===== config.mk =====
export PLATFORM = sky130hd
export DESIGN_NAME = ascii_length_prefixed_deframer_flat
export DESIGN_NICKNAME = d
export VERILOG_FILES = /design/src/rtl/alpd_pkg.sv /design/src/rtl/alpd_if.sv /design/src/rtl/ascii_length_prefixed_deframer.sv /design/src/rtl/alpd_in_stage.sv /design/src/rtl/alpd_fsm.sv /design/src/rtl/alpd_out_stage.sv /design/src/flat_wrapper.sv
export SDC_FILE = /design/constraint.sdc
export NUM_CORES = 1
export LEC_CHECK = 0
export BUFFER_PORTS_ARGS = -buffer_cell sky130_fd_sc_hd__buf_2
export CORE_ASPECT_RATIO = 0.6
export CORE_MARGIN = 4
export CORE_UTILIZATION = 35
export DETAILED_ROUTE_END_ITERATION = 8
export SLEW_MARGIN = 20
export SYNTH_ARGS = -nofsm -noshare
export SYNTH_HDL_FRONTEND = slang
export SYNTH_SLANG_ARGS = --single-unit

===== constraint.sdc =====
create_clock -name clk -period 9.6 [get_ports clk]
set_clock_uncertainty 0.2 [all_clocks]
set_input_delay 0.48 -clock clk [delete_from_list [all_inputs] [get_ports clk]]
set_output_delay 0.48 -clock clk [all_outputs]
set_load 0.01 [all_outputs]

===== src/rtl/alpd_pkg.sv =====
// Shared types and constants for the ASCII length-prefixed deframer.
// No dependencies; the RTL modules and the checker refer to it by scoped names.
`default_nettype none

package alpd_pkg;

  localparam int LENGTH_DIGITS = 4;
  localparam int DIGIT_W       = 3;
  localparam int LEN_W         = 14;
  localparam int BYTE_W        = 8;
  localparam int CFG_IDX_W     = 2;
  localparam int CFG_DATA_W    = 14;

  localparam logic [LEN_W-1:0] MAX_PAYLOAD_RST = 14'd512;
  localparam logic [BYTE_W-1:0] HEAD_BYTE_RST  = 8'd0;

  // Register indexes of the configuration port.
  localparam logic [CFG_IDX_W-1:0] CFG_HEAD_BYTE   = 2'd0;
  localparam logic [CFG_IDX_W-1:0] CFG_MAX_PAYLOAD = 2'd1;

  typedef enum logic [1:0] {
    ST_PAYLOAD  = 2'd0,
    ST_EMPTY    = 2'd1,
    ST_OVERSIZE = 2'd2,
    ST_BADLEN   = 2'd3
  } status_t;

  typedef enum logic [3:0] {
    PH_HUNT = 4'b0001,
    PH_LEN  = 4'b0010,
    PH_PASS = 4'b0100,
    PH_DROP = 4'b1000
  } phase_t;

  typedef struct packed {
    logic [BYTE_W-1:0] payload_byte;
    logic              frame_last;
    status_t           status;
  } res_t;

  // One step's outcome: whether the byte produces a result, and that result.
  typedef struct packed {
    logic valid;
    res_t res;
  } step_t;

endpackage

`default_nettype wire


===== src/rtl/alpd_if.sv =====
// Valid/ready channel interfaces for the deframer: raw byte beats in, result beats out.
// Depends on nothing.
`default_nettype none

interface alpd_byte_if;
  logic       valid;
  logic       ready;
  logic [7:0] data_byte;

  modport source (output valid, output data_byte, input ready);
  modport sink   (input valid, input data_byte, output ready);
endinterface

interface alpd_res_if;
  logic       valid;
  logic       ready;
  logic [7:0] payload_byte;
  logic       frame_last;
  logic [1:0] status;

  modport source (output valid, output payload_byte, output frame_last, output status,
                  input ready);
  modport sink   (input valid, input payload_byte, input frame_last, input status,
                  output ready);
endinterface

`default_nettype wire


===== src/rtl/ascii_length_prefixed_deframer.sv =====
// A byte is held in the input register, then its result beat is loaded into the result register.
// Throughput: one byte beat per cycle while the sink keeps up; a held byte that makes no
// result is processed even while an older result beat waits.
// The rate is set by the single state update between the input and result registers.
// Reset (rst_n low, synchronous) returns to hunting, empties both registers and
// restores head_byte to 0 and max_payload to 512; no clearing pass follows.
`default_nettype none

module ascii_length_prefixed_deframer (
  input  wire logic                            clk,
  input  wire logic                            rst_n,
  alpd_byte_if.sink                            in_ch,
  alpd_res_if.source                           out_ch,
  input  wire logic                            cfg_we,
  input  wire logic [alpd_pkg::CFG_IDX_W-1:0]  cfg_index,
  input  wire logic [alpd_pkg::CFG_DATA_W-1:0] cfg_data
);

  // The block is a three-part pipeline. The input stage holds one raw byte.
  // The state machine turns that byte, together with the frame state, into
  // the next state and at most one result. The output stage holds a result
  // beat until the sink takes it, so a new byte can be accepted while an
  // older result still waits.

  logic                        s0_valid;
  logic [alpd_pkg::BYTE_W-1:0] s0_byte;
  logic                        adv;
  logic                        can_load;
  logic                        out_valid;
  alpd_pkg::step_t             step;
  alpd_pkg::res_t              res_out;

  alpd_in_stage u_in (
    .clk      (clk),
    .rst_n    (rst_n),
    .in_valid (in_ch.valid),
    .in_byte  (in_ch.data_byte),
    .in_ready (in_ch.ready),
    .adv      (adv),
    .s0_valid (s0_valid),
    .s0_byte  (s0_byte)
  );

  alpd_fsm u_fsm (
    .clk       (clk),
    .rst_n     (rst_n),
    .cfg_we    (cfg_we),
    .cfg_index (cfg_index),
    .cfg_data  (cfg_data),
    .data_byte (s0_byte),
    .adv       (adv),
    .step      (step)
  );

  // The held byte is processed when it makes no result, or when the result
  // register is free or being emptied in this same cycle.
  assign adv = s0_valid && (!step.valid || can_load);

  alpd_out_stage u_out (
    .clk       (clk),
    .rst_n     (rst_n),
    .load      (adv && step.valid),
    .res_in    (step.res),
    .can_load  (can_load),
    .out_valid (out_valid),
    .out_ready (out_ch.ready),
    .res_out   (res_out)
  );

  assign out_ch.valid        = out_valid;
  assign out_ch.payload_byte = res_out.payload_byte;
  assign out_ch.frame_last   = res_out.frame_last;
  assign out_ch.status       = res_out.status;

endmodule

`default_nettype wire


===== src/rtl/alpd_in_stage.sv =====
// Input register of the deframer: holds one accepted byte until the state update takes it.
// Depends on alpd_pkg.
`default_nettype none

module alpd_in_stage (
  input  wire logic                        clk,
  input  wire logic                        rst_n,
  input  wire logic                        in_valid,
  input  wire logic [alpd_pkg::BYTE_W-1:0] in_byte,
  output      logic                        in_ready,
  input  wire logic                        adv,
  output      logic                        s0_valid,
  output      logic [alpd_pkg::BYTE_W-1:0] s0_byte
);

  logic                        s0_v_r;
  logic                        s0_v_nxt;
  logic [alpd_pkg::BYTE_W-1:0] s0_byte_r;

  // A new beat may enter when the register is empty or is emptied this cycle.
  assign in_ready = !s0_v_r || adv;

  always_comb begin
    s0_v_nxt = s0_v_r;
    if (in_valid && in_ready) begin
      s0_v_nxt = 1'b1;
    end else if (adv) begin
      s0_v_nxt = 1'b0;
    end
  end

  always_ff @(posedge clk) begin
    if (!rst_n) begin
      s0_v_r <= 1'b0;
    end else begin
      s0_v_r <= s0_v_nxt;
    end
  end

  always_ff @(posedge clk) begin
    if (in_valid && in_ready) begin
      s0_byte_r <= in_byte;
    end
  end

  assign s0_valid = s0_v_r;
  assign s0_byte  = s0_byte_r;

endmodule

`default_nettype wire


===== src/rtl/alpd_fsm.sv =====
// Deframing state machine and configuration registers; computes one step per byte.
// Depends on alpd_pkg.
`default_nettype none

module alpd_fsm (
  input  wire logic                            clk,
  input  wire logic                            rst_n,
  input  wire logic                            cfg_we,
  input  wire logic [alpd_pkg::CFG_IDX_W-1:0]  cfg_index,
  input  wire logic [alpd_pkg::CFG_DATA_W-1:0] cfg_data,
  input  wire logic [alpd_pkg::BYTE_W-1:0]     data_byte,
  input  wire logic                            adv,
  output      alpd_pkg::step_t                 step
);

  logic [alpd_pkg::BYTE_W-1:0] head_byte_r;
  logic [alpd_pkg::LEN_W-1:0]  max_payload_r;

  alpd_pkg::phase_t             phase_r, phase_nxt;
  logic [alpd_pkg::DIGIT_W-1:0] digits_r, digits_nxt;
  logic [alpd_pkg::LEN_W-1:0]   flen_r, flen_nxt;
  logic [alpd_pkg::LEN_W-1:0]   left_r, left_nxt;

  logic [alpd_pkg::LEN_W-1:0] flen_acc;
  logic [alpd_pkg::LEN_W-1:0] left_dec;
  logic                       is_digit;

  always_ff @(posedge clk) begin
    if (!rst_n) begin
      head_byte_r   <= alpd_pkg::HEAD_BYTE_RST;
      max_payload_r <= alpd_pkg::MAX_PAYLOAD_RST;
    end else if (cfg_we) begin
      if (cfg_index == alpd_pkg::CFG_HEAD_BYTE) begin
        head_byte_r <= cfg_data[alpd_pkg::BYTE_W-1:0];
      end else if (cfg_index == alpd_pkg::CFG_MAX_PAYLOAD) begin
        max_payload_r <= cfg_data[alpd_pkg::LEN_W-1:0];
      end
    end
  end

  // For an ASCII digit the low nibble is its value; times ten is two shifts and an add.
  assign is_digit = data_byte inside {[8'h30:8'h39]};
  assign flen_acc = (flen_r << 3) + (flen_r << 1)
                  + {{(alpd_pkg::LEN_W-4){1'b0}}, data_byte[3:0]};
  assign left_dec = left_r - 14'd1;

  always_comb begin
    phase_nxt               = phase_r;
    digits_nxt              = digits_r;
    flen_nxt                = flen_r;
    left_nxt                = left_r;
    step.valid              = 1'b0;
    step.res.payload_byte   = '0;
    step.res.frame_last     = 1'b0;
    step.res.status         = alpd_pkg::ST_PAYLOAD;
    case (phase_r)
      alpd_pkg::PH_HUNT: begin
        if (data_byte == head_byte_r) begin
          phase_nxt  = alpd_pkg::PH_LEN;
          digits_nxt = '0;
          flen_nxt   = '0;
        end
      end
      alpd_pkg::PH_LEN: begin
        if (!is_digit) begin
          phase_nxt           = alpd_pkg::PH_HUNT;
          digits_nxt          = '0;
          flen_nxt            = '0;
          step.valid          = 1'b1;
          step.res.frame_last = 1'b1;
          step.res.status     = alpd_pkg::ST_BADLEN;
        end else begin
          flen_nxt = flen_acc;
          if (digits_r == alpd_pkg::DIGIT_W'(alpd_pkg::LENGTH_DIGITS - 1)) begin
            digits_nxt = '0;
            if (flen_acc == '0) begin
              phase_nxt           = alpd_pkg::PH_HUNT;
              step.valid          = 1'b1;
              step.res.frame_last = 1'b1;
              step.res.status     = alpd_pkg::ST_EMPTY;
            end else begin
              left_nxt  = flen_acc;
              phase_nxt = (flen_acc > max_payload_r) ? alpd_pkg::PH_DROP
                                                     : alpd_pkg::PH_PASS;
            end
          end else begin
            digits_nxt = digits_r + 3'd1;
          end
        end
      end
      alpd_pkg::PH_PASS: begin
        left_nxt              = left_dec;
        step.valid            = 1'b1;
        step.res.payload_byte = data_byte;
        if (left_dec == '0) begin
          phase_nxt           = alpd_pkg::PH_HUNT;
          flen_nxt            = '0;
          step.res.frame_last = 1'b1;
        end
      end
      alpd_pkg::PH_DROP: begin
        left_nxt = left_dec;
        if (left_dec == '0) begin
          phase_nxt           = alpd_pkg::PH_HUNT;
          flen_nxt            = '0;
          step.valid          = 1'b1;
          step.res.frame_last = 1'b1;
          step.res.status     = alpd_pkg::ST_OVERSIZE;
        end
      end
      default: begin
        phase_nxt = alpd_pkg::PH_HUNT;
      end
    endcase
  end

  always_ff @(posedge clk) begin
    if (!rst_n) begin
      phase_r  <= alpd_pkg::PH_HUNT;
      digits_r <= '0;
      flen_r   <= '0;
      left_r   <= '0;
    end else if (adv) begin
      phase_r  <= phase_nxt;
      digits_r <= digits_nxt;
      flen_r   <= flen_nxt;
      left_r   <= left_nxt;
    end
  end

endmodule

`default_nettype wire


===== src/rtl/alpd_out_stage.sv =====
// Result register of the deframer: holds one result beat until the sink takes it.
// Depends on alpd_pkg.
`default_nettype none

module alpd_out_stage (
  input  wire logic          clk,
  input  wire logic          rst_n,
  input  wire logic          load,
  input  wire alpd_pkg::res_t res_in,
  output      logic          can_load,
  output      logic          out_valid,
  input  wire logic          out_ready,
  output      alpd_pkg::res_t res_out
);

  logic           out_v_r;
  logic           out_v_nxt;
  alpd_pkg::res_t res_r;

  assign can_load = !out_v_r || out_ready;

  always_comb begin
    out_v_nxt = out_v_r;
    if (load) begin
      out_v_nxt = 1'b1;
    end else if (out_ready) begin
      out_v_nxt = 1'b0;
    end
  end

  always_ff @(posedge clk) begin
    if (!rst_n) begin
      out_v_r <= 1'b0;
    end else begin
      out_v_r <= out_v_nxt;
    end
  end

  always_ff @(posedge clk) begin
    if (load) begin
      res_r <= res_in;
    end
  end

  assign out_valid = out_v_r;
  assign res_out   = res_r;

endmodule

`default_nettype wire


===== src/flat_wrapper.sv =====
// flat-port wrapper written by rule: the top's interface ports become plain ports
module ascii_length_prefixed_deframer_flat 
  (clk, rst_n, cfg_we, cfg_index, cfg_data, in_ch_valid, in_ch_data_byte, in_ch_ready, out_ch_valid, out_ch_payload_byte, out_ch_frame_last, out_ch_status, out_ch_ready);
  alpd_byte_if in_ch_i ();
  alpd_res_if out_ch_i ();
  input  wire logic clk;
  input  wire logic rst_n;
  input  wire logic cfg_we;
  input  wire logic [alpd_pkg::CFG_IDX_W-1:0] cfg_index;
  input  wire logic [alpd_pkg::CFG_DATA_W-1:0] cfg_data;
  input wire logic [$bits(in_ch_i.valid)-1:0] in_ch_valid;
  input wire logic [$bits(in_ch_i.data_byte)-1:0] in_ch_data_byte;
  output wire logic [$bits(in_ch_i.ready)-1:0] in_ch_ready;
  output wire logic [$bits(out_ch_i.valid)-1:0] out_ch_valid;
  output wire logic [$bits(out_ch_i.payload_byte)-1:0] out_ch_payload_byte;
  output wire logic [$bits(out_ch_i.frame_last)-1:0] out_ch_frame_last;
  output wire logic [$bits(out_ch_i.status)-1:0] out_ch_status;
  input wire logic [$bits(out_ch_i.ready)-1:0] out_ch_ready;
  assign in_ch_i.valid = in_ch_valid;
  assign in_ch_i.data_byte = in_ch_data_byte;
  assign in_ch_ready = in_ch_i.ready;
  assign out_ch_valid = out_ch_i.valid;
  assign out_ch_payload_byte = out_ch_i.payload_byte;
  assign out_ch_frame_last = out_ch_i.frame_last;
  assign out_ch_status = out_ch_i.status;
  assign out_ch_i.ready = out_ch_ready;
  ascii_length_prefixed_deframer u_core (.clk(clk), .rst_n(rst_n), .in_ch(in_ch_i), .out_ch(out_ch_i), .cfg_we(cfg_we), .cfg_index(cfg_index), .cfg_data(cfg_data));
endmodule

==> flow_summary.ini <==
[route]
via_per_inst = 5.65
drtIter0Drc = 424
route.detailed.drc = 0
first_pass_iters = 5
ant_nets = 0
dr_total_vias = 4478
post_drt_wl_per_cell_um = 17.4
drt-total-wl_um = 13800

[clock_tree]
worstSkewPairLatency_ns = 0.34
cts.htree.levels = 3
clock_tree.root_cell = clkbuf_16
path_clk_slew_ns = 0.07
cts_tree = built
postCtsResizedCells = 0
post_cts_buffers = 0
clock-sinks = 77
clockBufferDepth = 2
cts_buffers = 9
cts_hold_buf = 0

[critical_path]
end_kind = output pin
path_class = reg -> out
regToRegEndpoint = u_core.u_out.res_out[1]
max_stage_delay_ns = 0.59
cp_slowest_cell = or4_4
critPathRequiredTime_ns = 8.92
cp-start-kind = flip-flop
path_buf_inv = 2
r2r_slack_ns = 4.89
reg2reg_depth = 11
reg2reg_from = u_core.u_in.s0_byte[3]
path_max_fanout = 4
worst-endpoint-arrival_ns = 4.22
cp.depth = 12
critical_path.top_delay_family = simple AND/OR/NAND/NOR gates
cpMostUsedCell = fa_1
crit_chain = fa_1 > fa_1 > a21o_1 > a21oi_2 > xnor2_1 > or4_4 > nor4_4 > and4b_4 > o21ai_1 > a21oi_1 > inv_1 > buf_2

[layout]
antenna_cells = 0
area_delta_synth_final_pct = 11.1
drive_above_1_share = 0.172
fin_nets = 665

[place]
place_worst_setup_slack_ns = 4.91
hpwl_um = 10400
place.gp.congestion = 0.890
io_buffers = 41

[timing]
rsz0062_at_grt = false
worst_pin_slew_ns = 1.10
fin_ws_ns = 4.70
fmax_ghz = 0.204
finalMaxSlewViolations = 0
finalSetupViolCount = 0
hold_viol = 0
timing.final.crit_share = 0.510
setup_tns_ns = 0
min_period_ns = 4.90
slew_headroom = 0.266

[global_route]
grt_max_degree = 52
grt_first_pass_wirelength_um = 22300
grt_util_met2 = 0.241
use_met1 = 0.252
track_usage = 0.169
first_global_vias = 4224
use_met3 = 0.0488
grt.busiest_layer = met1
grt_overflow = 0
antenna_found_initial = 0

[die]
die_h_um = 101
dieWidth_um = 163
start_util = 0.365
dieArea_sq_um = 16500
ios = 42
core_sq_um = 13900
num_rows = 33

[hold_path]
min_from = in_ch_data_byte[6]
hp-class = in -> reg
hold_depth = 1
min_to = u_core.u_in.s0_byte[6]

[yosys]
yosysTopAreaCell = dfxtp_1
synthesis.nets = 639
ys.flop_type = dfxtp_1
synth_top_cell_area_share = 0.229
yosysSeqAreaShare = 0.341
netlist_area_sq_um = 5070
ys_top_cells_by_count = a21oi_1, dfxtp_1, nand2_1, ha_1, o21ai_0
ys_top_cells_by_area = dfxtp_1, edfxtp_1, ha_1
synth-warning-count = 0
post-synth-top-count-cell = a21oi_1
yosys.cell_types.count = 84
synth_area_per_cell_sq_um = 8.92
synth_edf_count = 19
netlist_instances = 569
ys_seq_elements = 77
async_flop_share = 0

[flow_run]
cap_violations = 0

[status]
outcome = complete, no violations

[pwr]
p_per_area_nw_per_um2 = 133
ir_worst_vdd_v = 0.0000739
leakagePower_nw = 2.15
worst max-delay path by stage:
stage,endpoint,from,slack (ns)
floorplan,u_core.u_out.res_out[0],u_core.u_in.s0_byte[3],5.35
CTS,in_ch_ready,u_core.u_in.s0_byte[3],4.72
finish,in_ch_ready,u_core.u_in.s0_byte[3],4.70
global route,in_ch_ready,u_core.u_in.s0_byte[3],4.48
global placement,u_core.u_out.res_out[10],u_core.u_in.s0_byte[3],5.11
detailed placement,u_core.u_out.res_out[10],u_core.u_in.s0_byte[3],4.91
routing by layer:
metal  share of wire  vias up
li1                -     2147
met1            0.50     2132
met2            0.40      179
met3           0.088       20
met4           0.015        0
met5               0        -
layout by cell type (no fill, tap or decap), types with 5 or more instances in the layout:
| cell type | instances |
|---|---|
| nor2_1 | 34 |
| nor2b_1 | 7 |
| a21oi_1 | 63 |
| o21ai_0 | 37 |
| edfxtp_1 | 19 |
| mux2i_1 | 8 |
| xnor2_1 | 16 |
| nand2_1 | 54 |
| inv_1 | 24 |
| xor2_1 | 5 |
| buf_4 | 5 |
| nor4_1 | 5 |
| ha_1 | 39 |
| o21a_1 | 10 |
| clkbuf_16 | 10 |
| nand4_1 | 23 |
| o21ai_2 | 6 |
| a31oi_1 | 5 |
| nor3_1 | 7 |
| buf_2 | 41 |
| nand3_1 | 10 |
| and3_1 | 9 |
| dfxtp_1 | 58 |
| o21ai_1 | 5 |
| a21o_1 | 5 |
through the flow:
stage               cells  hold slack, ns  cell area [sq um]  total power, W   util
global placement      776           0.247               5330        0.000408  0.383
global route          792          0.0935               5640        0.000783  0.405
finish                792           0.107               5640        0.000753  0.405
floorplan             569           0.236               5070        0.000394      -
CTS                   792          0.0956               5640        0.000761  0.405
detailed placement    776           0.250               5330        0.000410  0.383
area by class of cell:
| cell class | count | area [sq um] |
|---|---|---|
| clock buffer | 10 | 250 |
| clock inverter | 6 | 60.1 |
| fill | 1396 | 8280 |
| inverter | 25 | 93.8 |
| multi-input combinational | 436 | 3020 |
| sequential | 77 | 1730 |
| tap | 192 | 240 |
| timing repair buffer | 46 | 243 |
state kept, by name, indices dropped and copies added, names as in the netlist:
register and flops:
u_core.u_fsm.head_byte_r 8, u_core.u_fsm.digits_r 3, u_core.u_fsm.left_r 14, u_core.u_out.out_valid 1
u_core.u_fsm.phase_r 4, u_core.u_fsm.max_payload_r 14, u_core.u_in.s0_valid 1, u_core.u_fsm.flen_r 13
u_core.u_in.s0_byte 8, u_core.u_out.res_out 11
cell families (layout without fill, tap and decap cells):
logic type                 Yosys count  in the layout  share of synthesized area
xor gates and xnor gates            21             21                     0.0363
and+or+nand+nor                    194            194                      0.219
DFF                                 77             77                      0.341
buffers and inverters               56             87                     0.0644
AOI/OAI and AO/OA                  172            172                      0.219
muxes                                8              8                     0.0158
adders and majority gates           41             41                      0.104
power by group:
| part | switching (W) | total (W) | internal, W |
|---|---|---|---|
| Clock | 0.000151 | 0.000349 | 0.000198 |
| Sequential | 0.00000716 | 0.000346 | 0.000339 |
| Combinational | 0.0000369 | 0.0000578 | 0.0000209 |
Note: power is estimated with default switching activity, not from simulation.
